[src/spq_pkg.sv]
// Shared types and constants for the sorted priority queue.
package spq_pkg;

  localparam int unsigned DEPTH   = 16;
  localparam int unsigned CNT_W   = $clog2(DEPTH + 1);
  localparam int unsigned PRIO_W  = 16;
  localparam int unsigned PAY_W   = 16;
  localparam int unsigned ECNT_W  = 5;

  typedef enum logic [0:0] {
    REQ_INSERT = 1'b0,
    REQ_REMOVE = 1'b1
  } req_t;

  typedef enum logic [1:0] {
    ST_DONE  = 2'd0,
    ST_FULL  = 2'd1,
    ST_EMPTY = 2'd2
  } status_t;

  typedef struct packed {
    logic [PRIO_W-1:0] prio;
    logic [PAY_W-1:0]  payload;
  } entry_t;

  typedef struct packed {
    logic   ins;
    logic   rem;
    entry_t new_entry;
  } cell_ctrl_t;

endpackage

[src/spq_cell.sv]
// One slot of the sorted chain: holds an entry and shifts it on insert or remove.
module spq_cell (
  input  logic               clk,
  input  spq_pkg::cell_ctrl_t ctrl,
  input  logic               occ,
  input  logic               left_keep,
  input  spq_pkg::entry_t    left_entry,
  input  spq_pkg::entry_t    right_entry,
  output logic               keep,
  output spq_pkg::entry_t    entry
);

  spq_pkg::entry_t entry_r;
  spq_pkg::entry_t entry_nxt;

  // Held entries at or above the new priority stay ahead of it.
  assign keep  = occ && (entry_r.prio >= ctrl.new_entry.prio);
  assign entry = entry_r;

  always_comb begin
    entry_nxt = entry_r;
    if (ctrl.ins) begin
      if (keep) begin
        entry_nxt = entry_r;
      end else if (left_keep) begin
        entry_nxt = ctrl.new_entry;
      end else begin
        entry_nxt = left_entry;
      end
    end else if (ctrl.rem) begin
      entry_nxt = right_entry;
    end
  end

  always_ff @(posedge clk) begin
    entry_r <= entry_nxt;
  end

endmodule

[src/sorted_priority_queue_unit.sv]
// Sorted priority queue built as a chain of compare-and-shift slots.
// The queue accepts one request per cycle and returns its result in the next
// cycle from an output register; a new request is taken while that result
// waits as long as the result is taken in the same cycle. Every slot compares
// its entry with the broadcast priority in parallel, so an insert or a remove
// updates every slot at once regardless of how many entries are held. Slot 0
// is the head; equal priorities leave in arrival order. Inserts into a full
// queue and removes from an empty one change nothing and report a status.
module sorted_priority_queue_unit (
  input  logic        clk,
  input  logic        rst_n,
  input  logic        in_tvalid,
  output logic        in_tready,
  input  logic [31:0] in_tdata,   // new_prio[15:0], new_payload[31:16]
  input  logic [0:0]  in_tuser,   // req_type[0]
  output logic        out_tvalid,
  input  logic        out_tready,
  output logic [39:0] out_tdata,  // out_prio[15:0], out_payload[31:16],
                                  // entry_count[36:32], zero[39:37]
  output logic [1:0]  out_tuser   // status[1:0]
);

  localparam int unsigned D = spq_pkg::DEPTH;
  localparam int unsigned W = spq_pkg::CNT_W;

  logic [W-1:0]        count_r, count_nxt;
  logic                out_valid_r, out_valid_nxt;
  logic [39:0]         out_data_r, out_data_nxt;
  logic [1:0]          out_user_r, out_user_nxt;

  spq_pkg::cell_ctrl_t ctrl;
  logic [D-1:0]        occ;
  logic [D-1:0]        keep;
  spq_pkg::entry_t     entries [D];

  logic                accept;
  logic                is_remove;
  logic                full;
  logic                empty;
  spq_pkg::status_t    status;
  spq_pkg::entry_t     head_out;

  assign in_tready = !out_valid_r || out_tready;
  assign accept    = in_tvalid && in_tready;
  assign is_remove = (spq_pkg::req_t'(in_tuser) == spq_pkg::REQ_REMOVE);
  assign full      = (count_r == W'(D));
  assign empty     = (count_r == '0);

  always_comb begin
    for (int i = 0; i < D; i++) begin
      occ[i] = (W'(i) < count_r);
    end
  end

  assign ctrl.ins = accept && !is_remove && !full;
  assign ctrl.rem = accept && is_remove && !empty;
  assign ctrl.new_entry.prio    = in_tdata[15:0];
  assign ctrl.new_entry.payload = in_tdata[31:16];

  for (genvar g = 0; g < D; g++) begin : g_cell
    spq_cell u_cell (
      .clk         (clk),
      .ctrl        (ctrl),
      .occ         (occ[g]),
      .left_keep   ((g == 0) ? 1'b1 : keep[(g == 0) ? 0 : g-1]),
      .left_entry  (entries[(g == 0) ? 0 : g-1]),
      .right_entry (entries[(g == D-1) ? D-1 : g+1]),
      .keep        (keep[g]),
      .entry       (entries[g])
    );
  end

  always_comb begin
    count_nxt = count_r;
    status    = spq_pkg::ST_DONE;
    head_out  = '0;
    if (is_remove) begin
      if (empty) begin
        status = spq_pkg::ST_EMPTY;
      end else begin
        head_out  = entries[0];
        count_nxt = count_r - W'(1);
      end
    end else begin
      if (full) begin
        status = spq_pkg::ST_FULL;
      end else begin
        count_nxt = count_r + W'(1);
      end
    end
  end

  always_comb begin
    out_valid_nxt = out_valid_r;
    out_data_nxt  = out_data_r;
    out_user_nxt  = out_user_r;
    if (accept) begin
      out_valid_nxt = 1'b1;
      out_data_nxt  = {3'b000, spq_pkg::ECNT_W'(count_nxt),
                       head_out.payload, head_out.prio};
      out_user_nxt  = status;
    end else if (out_tready) begin
      out_valid_nxt = 1'b0;
    end
  end

  always_ff @(posedge clk) begin
    if (!rst_n) begin
      count_r     <= '0;
      out_valid_r <= 1'b0;
    end else begin
      count_r     <= accept ? count_nxt : count_r;
      out_valid_r <= out_valid_nxt;
    end
  end

  always_ff @(posedge clk) begin
    out_data_r <= out_data_nxt;
    out_user_r <= out_user_nxt;
  end

  assign out_tvalid = out_valid_r;
  assign out_tdata  = out_data_r;
  assign out_tuser  = out_user_r;

endmodule

[config.mk]
export PLATFORM = sky130hd
export DESIGN_NAME = sorted_priority_queue_unit
export DESIGN_NICKNAME = d
export VERILOG_FILES = /design/src/spq_pkg.sv /design/src/spq_cell.sv /design/src/sorted_priority_queue_unit.sv
export SDC_FILE = /design/constraint.sdc
export NUM_CORES = 1
export LEC_CHECK = 0
export CAP_MARGIN = 20
export CORE_ASPECT_RATIO = 0.8
export CORE_MARGIN = 1.5
export CORE_UTILIZATION = 50
export CTS_CLUSTER_DIAMETER = 30
export DETAILED_ROUTE_END_ITERATION = 6
export DONT_BUFFER_PORTS = 1
export PLACE_DENSITY = 0.64
export RECOVER_POWER = 100
export SLEW_MARGIN = 15
export SYNTH_ARGS = -nofsm -noshare
export SYNTH_HDL_FRONTEND = slang
export SYNTH_SLANG_ARGS = --single-unit
[constraint.sdc]
create_clock -name clk -period 5.8 [get_ports clk]
set_input_delay 1.16 -clock clk [delete_from_list [all_inputs] [get_ports clk]]
set_output_delay 1.16 -clock clk [all_outputs]
set_load 0.02 [all_outputs]
**Yosys cells after proc, flatten, opt, wreduce, memory -nomap -nowiden**

Cells that the tools add are included.

- Register bits after elaboration: 557
- Bits of input ports: 37
- Output and inout bits: 44
- Logic and storage cells: 203

- Add/subtract/negate cells: 2
- Magnitude comparators: 32
- Eq/ne operators: 16
- Mux-type cells: 68
- Bitwise operators: 2
- Reductions and logical operators: 46

Operators by type and width:

| cell | count |
|---|---|
| $mux 32 | 60 |
| $ge 16x16->1 | 16 |
| $lt 4x5->1 const A | 8 |
| $reduce_and 2->1 | 16 |
| $ne 2x2->1 const B | 15 |
| $logic_and 1x1->1 | 21 |
| $lt 3x5->1 const A | 4 |
| $mux 5 | 3 |
| $lt 1x5->1 const A | 2 |
| $lt 2x5->1 const A | 2 |
| $add 5x1->5 const B | 1 |
| $eq 5x5->1 const B | 1 |
| $logic_not 5->1 | 1 |
| $sub 5x1->5 const B | 1 |
| $logic_not 1->1 | 4 |
| $mux 2 | 2 |
| $reduce_bool 2->1 | 2 |
| $mux 1 | 3 |
| $not 1->1 | 2 |
| $reduce_or 2->1 | 1 |
| $logic_or 1x1->1 | 1 |

**Longest topological paths before layout**

Gate-level depths: netlist of the first run.

- Word-level depth: 7
- Depth in mapped cells: 12

**By module**

Synthesis of the first run repeated with hierarchy kept, for this count alone.

- Cell total of the unflattened synthesis: 3316
- Area, all modules: 35062.4 um2

Modules (own cells, without submodules):

| module | instances | cells an instance | area each (um2) | sequential area each (um2) |
|---|---|---|---|---|
| spq_cell at g_cell[0].u_cell ... | 15 | 196 | 2053.2 | 960.9 |
| sorted_priority_queue_unit | 1 | 179 | 2212.1 | 1291.2 |
| spq_cell at g_cell[9].u_cell | 1 | 197 | 2052.0 | 960.9 |

**Least setup slack after synthesis of the first run**

Ideal clock, no wire load.

- Kind: input-to-reg
- From: input in_tdata[9]
- To: register g_cell[10].u_cell.entry_r (netlist bit g_cell[10].u_cell.entry[0]) (enable)
- Data arrival time: 5401 ps
- Data required time: 5334 ps
- Path slack: -66 ps
- Stages on the path: 11
- Path buffers: 3
- Cells stage by stage: buf_2 -> inv_1 -> ha_1 -> a21o_1 -> a221o_1 -> a21oi_1 -> o21ai_1 -> and2_1 -> clkbuf_1 -> clkbuf_1 -> o21ai_0

- Longest elaborated chain between the ends: 4

Ends and longest elaborated chain:

| element | RTL line | RTL |
|---|---|---|
| from (decl) | sorted_priority_queue_unit.sv:14 | `input logic [31:0] in_tdata,` |
| $ge 16x16->1 | spq_cell.sv:17 | `assign keep = occ && (entry_r.prio >= ctrl.new_entry.prio);` |
| $logic_and 1x1->1 | spq_cell.sv:17 |  |
| $ne 2x2->1 (no line) | - |  |
| $reduce_and 2->1 (no line) | - |  |
| to (signal assigned) | spq_cell.sv:36 | `entry_r <= entry_nxt;` |
| to (decl) | spq_cell.sv:13 | `spq_pkg::entry_t entry_r;` |

No other way between the ends.
A chain may end at the register's enable or synchronous reset.

**Final worst setup path of the first run**

- From: register count_r[1]
- To: register g_cell[11].u_cell.entry_r (netlist bit g_cell[11].u_cell.entry[23]) (enable)

- Longest elaborated chain between the ends: 5

Ends and longest elaborated chain:

| element | RTL line | RTL |
|---|---|---|
| from (decl) | sorted_priority_queue_unit.sv:26 | `logic [W-1:0] count_r, count_nxt;` |
| from (signal assigned) | sorted_priority_queue_unit.sv:112 | `count_r <= accept ? count_nxt : count_r;` |
| parallel branches: the longest is 4 deep, another holds $lt 4x5->1 | - |  |
| $reduce_and 2->1 (no line) (*) | - |  |
| to (signal assigned) | spq_cell.sv:36 |  |
| to (decl) | spq_cell.sv:13 |  |

Every way passes the cells marked *.

==> Implementation_results.wiki, run 1 <==
{| class="wikitable"
! Metric !! Value
|-
| Required @ worst endpoint || 6140 ps
|-
| Number of warnings printed during yosys synthesis || 0
|-
| GPL Wtd Cong || 0.955
|-
| Via count || 25.1k
|-
| Clock-pin transition on the worst setup and hold timing paths || 50 ps
|-
| Ports placed on the boundary || 81
|-
| Most used DFF post-synth || sky130_fd_sc_hd__edfxtp_1
|-
| Met2 Track Usage GR || 0.398
|-
| Die Wd || 288 um
|-
| Number of maximum-capacitance constraint violations || 7
|-
| Failing checks || max-capacitance violations, max-slew violations
|-
| Die Footprint || 0.0667 sq mm
|-
| Final Max Slew Viols || 349
|-
| TritonCTS clock tree || yes
|-
| Number of vias per cell after detailed routing || 6.39
|-
| Pin count of the biggest net entering global routing || 162
|-
| Inserted Clock Buffers || 120
|-
| XOR/XNOR share of the synthesized area || 0.000269
|-
| Async set or reset register ratio after synthesis || 0
|-
| Number of synthesized flops with an enable pin || 551
|-
| Final routed DRC violation total || 0
|-
| Post-cts resize count || 0
|-
| Iteration count of the initial detailed-routing pass || 6
|-
| Final count of negative-setup-slack endpoints || 0
|-
| Synth Area in Compound Gates || 0.152
|-
| Number of buffers inserted to repair setup after CTS || 0
|-
| Highest ir drop seen on vdd || 0.000265 V
|-
| Total Neg Setup Slack || 0 ps
|-
| Power Density || 386 mW/mm^2
|-
| Hold_sp || g_cell[10].u_cell.entry[2]
|-
| Grt met1 use || 0.484
|-
| Setup WS pre-CTS || 988 ps
|-
| Share of layout cells above drive strength 1 || 0.101
|-
| Clock insertion delay at the later pin of the skew report || 710 ps
|-
| R2R Path Start || count_r[1]
|-
| Min-delay worst type || reg -> reg
|-
| Initial cell density of the core || 0.507
|-
| Relative area change from synthesis to final layout || 15.4%
|-
| Number of cells produced by synthesis || 2982
|-
| Via count of the first global-routing pass || 23.8k
|-
| Antenna violations before repair || 2
|-
| Leading area contributor after synthesis || sky130_fd_sc_hd__edfxtp_1
|-
| Global-route wire length before repair || 153000 um
|-
| Hold depth || 2
|-
| Sort of element at the end of the critical path || register
|-
| Worst r2r path cells || 8
|-
| Rel. slew slack || -1.04
|-
| Status || finished, violations left
|-
| Unrepaired setup endpoints after global routing || no
|-
| Root buffer cell || sky130_fd_sc_hd__clkbuf_16
|-
| Largest fanout of any net on the critical path || 34
|-
| Minimum setup slack in the final design || 942 ps
|-
| Multiplexer fraction of the synthesized cell area || 0.104
|-
| Mapped Area || 0.0326 sq mm
|-
| Largest family of logic cells by synthesized area || compound AO/OA/AOI/OAI gates
|-
| Chain of cells forming the critical path || inv_1 -> ha_1 -> and3_1 -> nor3_4 -> clkbuf_1 -> nand2_1 -> nand2_1 -> buf_4
|-
| Leakage power of the design || 15.1 nW
|-
| Post-layout instance area || 0.0376 sq mm
|-
| Total global routing track utilization || 0.307
|-
| Cell variety after synth || 61
|-
| Ratio of final minimum period to clock period || 0.838
|-
| Overall routed net length || 104000 um
|-
| Most common cell after layout, fill and taps aside || sky130_fd_sc_hd__edfxtp_1
|-
| Count of endpoints failing hold in the final timing report || 0
|-
| Number of clock sinks seen by CTS || 557
|-
| Data arrival at the endpoint of the critical path || 5200 ps
|-
| Biggest area contributors in the synthesized netlist || sky130_fd_sc_hd__edfxtp_1 51%, sky130_fd_sc_hd__ha_1 10%, sky130_fd_sc_hd__mux2i_1 9.8%
|-
| DP HPWL || 72000 um
|-
| Global Route met3 Usage || 0.0930
|-
| Antenna Diode Count || 0
|-
| Most frequent cells in the layout || 551 x sky130_fd_sc_hd__edfxtp_1, 452 x sky130_fd_sc_hd__nand2_1, 412 x sky130_fd_sc_hd__o21ai_0, 320 x sky130_fd_sc_hd__mux2i_1, 259 x sky130_fd_sc_hd__ha_1
|-
| Total grt overflow || 0
|-
| Most used routing layer || met1
|-
| Post-place instance area || 0.0333 sq mm
|-
| Register-to-register setup slack || 940 ps
|-
| Clock tree buffer depth || 3
|-
| Register bit total from synthesis || 557
|-
| Chip Height || 231 um
|-
| Worst-path cell with the longest stage delay || sky130_fd_sc_hd__clkbuf_1
|-
| Largest stage delay, worst path || 1570 ps
|-
| Post-layout nets || 3276
|-
| Synth Area per Inst || 10.9 sq um
|-
| Worst Hold Endpoint || g_cell[9].u_cell.entry[2]
|-
| Port-buffer cells || 0
|-
| CTS hold repair buffers || 0
|-
| Worst Path Buf+Inv || 3
|-
| Adder and majority cell fraction of the synthesized area || 0.0995
|-
| Final core area utilization || 0.584
|-
| Slew at the pin closest to its max-slew limit || 3030 ps
|-
| Worst setup path class || reg -> reg
|-
| Final setup skew || 40.6 ps
|-
| Standard cell core area || 0.0643 sq mm
|-
| Minimum clock period || 4860 ps
|-
| Reg2reg end || g_cell[11].u_cell.entry[23]
|-
| Maximum achievable frequency || 206 MHz
|-
| Proportion of netlist area held by the largest area contributor || 0.508
|-
| Kind of cell adding the most delay to the critical path || buffers and inverters
|-
| Num rows || 83
|-
| Part of the Yosys area used for sequential elements || 0.512
|-
| Most common cell on crit path || sky130_fd_sc_hd__nand2_1
|-
| Wirelength per Cell || 26.4 um
|-
| Final ANT Viol Nets || 0
|-
| Setup crit start kind || register
|-
| Violation count after the first detailed-route iteration || 3137
|-
| Htree depth || 3
|-
| Area share of and/or/nand/nor cells after synthesis || 0.0940
|}
[state kept, by name (all words and copies together) (netlist names)]
register / cells
g_cell.u_cell.entry: 512
out_tdata: 37
count_r: 5
out_tuser: 2
out_tvalid: 1
[stage by stage]
step	hold slack (ps)	std cells	total power [mW]
floorplan	516	2984	6.62
global placement	529	3707	7.22
detailed placement	536	3707	7.30
CTS	545	3934	14.5
global route	570	3935	15.0
finish	548	3935	14.5
[how the worst max path moves through the flow]
stage	startpoint	end	slack, ps	cells past startpoint
global placement	in_tdata[2]	g_cell[4].u_cell.entry[6]	1100	8
floorplan	in_tdata[1]	g_cell[9].u_cell.entry[0]	70	9
detailed placement	in_tdata[2]	g_cell[4].u_cell.entry[9]	990	8
global route	count_r[1]	g_cell[11].u_cell.entry[23]	830	8
CTS	in_tdata[2]	g_cell[4].u_cell.entry[14]	1660	8
finish	count_r[1]	g_cell[11].u_cell.entry[23]	940	8
[cells by family (layout without fill, tap and decap cells)]
logic type | Yosys count | after routing
XOR/XNOR | 1 | 1
adder cells (fa/ha/maj) | 259 | 259
multiplexers | 337 | 337
other | 1 | 3
AO/OA/AOI/OAI | 859 | 859
AND/OR/NAND/NOR | 726 | 726
flip-flops | 557 | 557
buffers and inverters | 242 | 343
[worst register-to-register path, cell delays in order, from the launching register on]
cell and delay, ps:
sky130_fd_sc_hd__dfxtp_1 870, sky130_fd_sc_hd__inv_1 280, sky130_fd_sc_hd__ha_1 370, sky130_fd_sc_hd__and3_1 260
sky130_fd_sc_hd__nor3_4 440, sky130_fd_sc_hd__clkbuf_1 1570, sky130_fd_sc_hd__nand2_1 150, sky130_fd_sc_hd__nand2_1 190
sky130_fd_sc_hd__buf_4 340
[metal layers]
| metal | wire (um) | part of all wire |
|---|---|---|
| met1 | 47500 | 0.46 |
| met2 | 40900 | 0.39 |
| met3 | 13400 | 0.13 |
| met4 | 2220 | 0.021 |
| met5 | 0 | 0 |
[synth_stat cells, drive strengths merged (2+ instances only)]
library cell  instances
nand4                22
a31oi                 9
nor2                140
a41oi                 2
o21a                 16
a21boi                2
and4                  8
inv                  38
ha                  259
or4                   2
nor3                 14
mux2i               320
nand2b               19
or3                   2
dfxtp                 6
nand3                10
a2111oi              10
buf                 123
a211oi               16
a21o                 28
a221oi                3
clkbuf               81
mux2                 17
o32ai                 4
and2                 35
a21oi               215
o311ai                3
o2111ai               3
and3                  8
o211ai                4
a211o                 8
o21ai               431
a22oi                97
nand2               454
nor2b                 8
edfxtp              551
nand3b                2
[power by group]
part	switching, mW	internal (mW)
clock network	2.37	4.84
registers	0.414	5.03
logic	1.18	0.679
total	3.96	10.5
[area by class of cell]
cell class	instances	area [sq um]
clock buffer	134	3110
clock inverter	93	1220
fill	5282	26700
inverter	38	143
multi-input combinational	2185	14800
sequential	557	16700
tap	850	1060
timing repair buffer	78	574
(Power assumes the default switching activity.)
==> run 2, diff against run 1 <==
--- a/config.mk
+++ b/config.mk
@@ -5,6 +5,7 @@
 export SDC_FILE = /design/constraint.sdc
 export NUM_CORES = 1
 export LEC_CHECK = 0
+export ABC_AREA = 1
 export CAP_MARGIN = 20
 export CORE_ASPECT_RATIO = 0.8
 export CORE_MARGIN = 1.5
@@ -12,7 +13,7 @@
 export CTS_CLUSTER_DIAMETER = 30
 export DETAILED_ROUTE_END_ITERATION = 6
 export DONT_BUFFER_PORTS = 1
-export PLACE_DENSITY = 0.64
+export PLACE_DENSITY = 0.61
 export RECOVER_POWER = 100
 export SLEW_MARGIN = 15
 export SYNTH_ARGS = -nofsm -noshare
==> constraint.sdc (replaced) <==
create_clock -name clk -period 4.95 [get_ports clk]
set_input_delay 0.99 -clock clk [delete_from_list [all_inputs] [get_ports clk]]
set_output_delay 0.99 -clock clk [all_outputs]
set_load 0.02 [all_outputs]
==> run 2 against run 1 <==
  * The run still ends with max-capacitance violations, max-slew violations left
  * Utilization fell by 0.086 points
  * Clock power up 21%
  * Non-clock buffer count grew 3
  * Worst setup slack got worse by 120 ps
  * Wire length decreased by 12%
  * Sequential share of layout area shrank 3.0 points
  * Clock skew decreased by 21 ps
  * Register-to-register slack got worse by 120 ps
  * Area after synthesis grew 7.2%
  * Die area rose by 7.1%
  * Final area up 7.1%
==> Implementation_results.wiki, run 2 <==
{| class="wikitable"
! Metric !! Value
|-
| Root buffer cell || sky130_fd_sc_hd__clkbuf_16
|-
| Biggest area contributors in the synthesized netlist || sky130_fd_sc_hd__edfxtp_1 47%, sky130_fd_sc_hd__nand2_1 28%, sky130_fd_sc_hd__ha_1 9.3%
|-
| Overall routed net length || 91600 um (-12%)
|-
| Most used DFF post-synth || sky130_fd_sc_hd__edfxtp_1
|-
| Standard cell core area || 0.0690 sq mm (+7.3%)
|-
| Post-cts resize count || 0 (unchanged)
|-
| Chip Height || 239 um (+3.5%)
|-
| Total area of sequential cells || 0.0167 sq mm (unchanged)
|-
| Via count || 27.9k (+11%)
|-
| Violation count after the first detailed-route iteration || 2411 (-23%)
|-
| Worst r2r path cells || 9 (+1)
|-
| Die Footprint || 0.0714 sq mm (+7.1%)
|-
| Clock tree buffer depth || 3 (unchanged)
|-
| Number of synthesized flops with an enable pin || 551 (unchanged)
|-
| Required @ worst endpoint || 5250 ps (-890 ps)
|-
| Largest fanout of any net on the critical path || 32 (-5.9%)
|-
| Register bit total from synthesis || 557 (unchanged)
|-
| Highest ir drop seen on vdd || 0.000340 V (+28%)
|-
| Wirelength per Cell || 16.2 um (-39%)
|-
| GPL Wtd Cong || 0.878 (-8.1%)
|-
| Clock insertion delay at the later pin of the skew report || 700 ps (about the same)
|-
| Final Max Slew Viols || 144 (-59%)
|-
| Maximum achievable frequency || 242 MHz (+18%)
|-
| Via count of the first global-routing pass || 26.6k (+12%)
|-
| Area of the multi-input gates || 0.0152 sq mm (+2.6%)
|-
| Pin count of the biggest net entering global routing || 201 (+24%)
|-
| Proportion of netlist area held by the largest area contributor || 0.474 (-0.0342)
|-
| CTS hold repair buffers || 0 (unchanged)
|-
| Sort of element at the end of the critical path || register
|-
| Relative area change from synthesis to final layout || 15.3% (about the same)
|-
| Synth Area per Inst || 7.60 sq um (-30%)
|-
| Failing checks || max-capacitance violations, max-slew violations
|-
| Number of maximum-capacitance constraint violations || 5 (-2)
|-
| R2R Path Start || count_r[0]
|-
| Leakage power of the design || 22.8 nW (+51%)
|-
| Share of layout cells above drive strength 1 || 0.0618 (-0.0390)
|-
| Flip-flop count of the largest register, all copies and words added || 512 (unchanged)
|-
| Ranking of synthesized cells by instance count || 2572 x sky130_fd_sc_hd__nand2_1, 563 x sky130_fd_sc_hd__inv_1, 551 x sky130_fd_sc_hd__edfxtp_1, 259 x sky130_fd_sc_hd__ha_1, 132 x sky130_fd_sc_hd__buf_2
|-
| Inserted Clock Buffers || 138 (+15%)
|-
| Overall power consumption || 18.2 mW (+25%)
|-
| Post-layout nets || 4921 (+50%)
|-
| Total global routing track utilization || 0.258 (-0.0491)
|-
| Clock-pin transition on the worst setup and hold timing paths || 40 ps (about the same)
|-
| Async set or reset register ratio after synthesis || 0 (unchanged)
|-
| Minimum clock period || 4130 ps (-729 ps)
|-
| Crit path launch || count_r[0]
|-
| Number of warnings printed during yosys synthesis || 0 (unchanged)
|-
| Antenna Diode Count || 0 (unchanged)
|-
| Slew at the pin closest to its max-slew limit || 2320 ps (-708 ps)
|-
| Global-route wire length before repair || 146000 um (-4.1%)
|-
| Part of the Yosys area used for sequential elements || 0.477 (-0.0344)
|-
| Logic gate share of total power || 0.164 (+0.036)
|-
| Number of filler cells placed in the layout || 6315 (+20%)
|-
| Reg2reg end || g_cell[11].u_cell.entry[13]
|-
| Mapped Area || 0.0349 sq mm (+7.2%)
|-
| Setup crit start kind || register
|-
| Rel. slew slack || -0.545 (+0.494)
|-
| Power Density || 452 mW/mm^2 (+17%)
|-
| Iteration count of the initial detailed-routing pass || 5 (-1)
|-
| Relative contribution of the clock network to total power || 0.480 (-0.017)
|-
| Unrepaired setup endpoints after global routing || no
|-
| Most frequent cells in the layout || 2585 x sky130_fd_sc_hd__nand2_1, 563 x sky130_fd_sc_hd__inv_1, 551 x sky130_fd_sc_hd__edfxtp_1, 259 x sky130_fd_sc_hd__ha_1, 147 x sky130_fd_sc_hd__clkbuf_16
|-
| Final setup skew || 19.7 ps (-20.8 ps)
|-
| Number of cells produced by synthesis || 4591 (+54%)
|-
| Register-to-register setup slack || 820 ps (-120 ps)
|-
| Antenna violations before repair || 1 (-1)
|-
| Status || finished, violations left
|-
| Most common cell after layout, fill and taps aside || sky130_fd_sc_hd__nand2_1
|-
| Number of vias per cell after detailed routing || 4.92 (-23%)
|-
| Die Wd || 298 um (+3.5%)
|-
| Count of endpoints failing hold in the final timing report || 0 (unchanged)
|-
| TritonCTS clock tree || yes
|-
| Worst setup path class || reg -> reg
|-
| Last element of the critical path || g_cell[11].u_cell.entry[13]
|-
| Ratio of final minimum period to clock period || 0.834 (-0.00337)
|-
| Final routed DRC violation total || 0 (unchanged)
|-
| Final count of negative-setup-slack endpoints || 0 (unchanged)
|-
| Min-delay worst type || in -> reg
|-
| Int Power || 13.0 mW (+23%)
|-
| Data arrival at the endpoint of the critical path || 4430 ps (-770 ps)
|-
| Initial cell density of the core || 0.506 (about the same)
|-
| Htree depth || 4 (+1)
|-
| DP HPWL || 65500 um (-8.9%)
|-
| Total grt overflow || 0 (unchanged)
|-
| Number of clock sinks seen by CTS || 557 (unchanged)
|-
| Leading area contributor after synthesis || sky130_fd_sc_hd__edfxtp_1
|-
| Total Neg Setup Slack || 0 ps (unchanged)
|-
| Sw power || 5.19 mW (+31%)
|-
| Share of total power consumed by net switching || 0.285 (+0.0120)
|-
| Num rows || 86 (+3.6%)
|-
| Final core area utilization || 0.583 (-0.000860)
|-
| Seq pwr share || 0.356 (-0.019)
|-
| Most repeated cell in the gate-level netlist after synthesis || sky130_fd_sc_hd__nand2_1
|-
| Ports placed on the boundary || 81 (unchanged)
|-
| Number of buffers inserted to repair setup after CTS || 0 (unchanged)
|-
| Cell variety after synth || 30 (-51%)
|-
| Final ANT Viol Nets || 0 (unchanged)
|-
| Port-buffer cells || 0 (unchanged)
|}
run 2: changes by cell type in the layout (fill, tap and decap cells not counted), moves of 19 or more:
cell	delta
sky130_fd_sc_hd__o21ai_0	-324
sky130_fd_sc_hd__clkbuf_16	+27
sky130_fd_sc_hd__clkinv_1	+19
sky130_fd_sc_hd__a22oi_1	-97
sky130_fd_sc_hd__nor2_1	-47
sky130_fd_sc_hd__o21bai_1	+19
sky130_fd_sc_hd__inv_1	+525
sky130_fd_sc_hd__nand3_1	+49
sky130_fd_sc_hd__mux2i_1	-320
sky130_fd_sc_hd__a21oi_1	-98
sky130_fd_sc_hd__nand2_1	+2133
sky130_fd_sc_hd__and2_0	-30
sky130_fd_sc_hd__a21o_1	-20
run 2: final cells by class:
class / instances / share of cell area
Timing Repair Buffer: 81 / 0.0148
Clock inverter: 87 / 0.0194
Tap cell: 924 / 0.0287
Multi-Input combinational cell: 3283 / 0.377
Clock buffer: 166 / 0.0932
Sequential cell: 557 / 0.414
Inverter: 564 / 0.0528
run 2: per-stage QoR:
stage	area (sq um)	setup slack (ps)	std cells	hold slack [ps]
finish	40200	821	5662	441
global route	40200	709	5662	470
CTS	40400	1650	5662	398
detailed placement	35800	1140	5409	501
global placement	35800	1180	5409	497
floorplan	34900	858	4593	494
run 2: kinds of logic (layout without fill, tap and decap cells):
family / Yosys count / count (layout) / synth area share
fa+ha+maj: 259 / 259 / 0.0928
other cells: 1 / 3 / 0.000107
xor+xnor: 2 / 2 / 0.000502
compound gates: 235 / 235 / 0.0363
flops: 557 / 557 / 0.477
buf+inv: 753 / 898 / 0.0870
simple gates: 2784 / 2784 / 0.306
run 2: worst max-delay path: stages (launching register included):
cell	delay [ps]
sky130_fd_sc_hd__dfxtp_1	470
sky130_fd_sc_hd__inv_1	200
sky130_fd_sc_hd__ha_1	300
sky130_fd_sc_hd__nand3_1	160
sky130_fd_sc_hd__nand2_1	140
sky130_fd_sc_hd__nor2_4	640
sky130_fd_sc_hd__clkbuf_1	790
sky130_fd_sc_hd__nand2_1	170
sky130_fd_sc_hd__nand2_1	90
sky130_fd_sc_hd__clkbuf_2	700
run 2: worst min-delay path by stage:
stage / start / to / slack, ps / cells past startpoint
final: rst_n / count_r[4] / 440 / 2
after floorplan: g_cell[15].u_cell.entry[0] / g_cell[14].u_cell.entry[0] / 490 / 2
after global placement: g_cell[15].u_cell.entry[14] / g_cell[14].u_cell.entry[14] / 500 / 2
after detailed placement: g_cell[15].u_cell.entry[3] / g_cell[14].u_cell.entry[3] / 500 / 2
after CTS: rst_n / count_r[4] / 400 / 2
after global routing: in_tuser / out_tuser[0] / 470 / 1
run 2: power by group through the flow:
stage               clock network [mW]  registers [mW]  logic [mW]
global placement                     0            6.50        2.91
finish                            8.72            6.46        2.99
global route                      9.07            6.53        3.47
detailed placement                   0            6.52        2.96
floorplan                            0            6.40        2.24
CTS                               8.83            6.45        3.00
run 2: routing by layer:
layer / vias to the layer above / part of all wire / track usage
met5: - / 0.0010 / 0.00816
met4: 4 / 0.019 / 0.0837
met3: 149 / 0.074 / 0.0575
met2: 851 / 0.39 / 0.359
met1: 12400 / 0.51 / 0.392
li1: 14500 / - / -
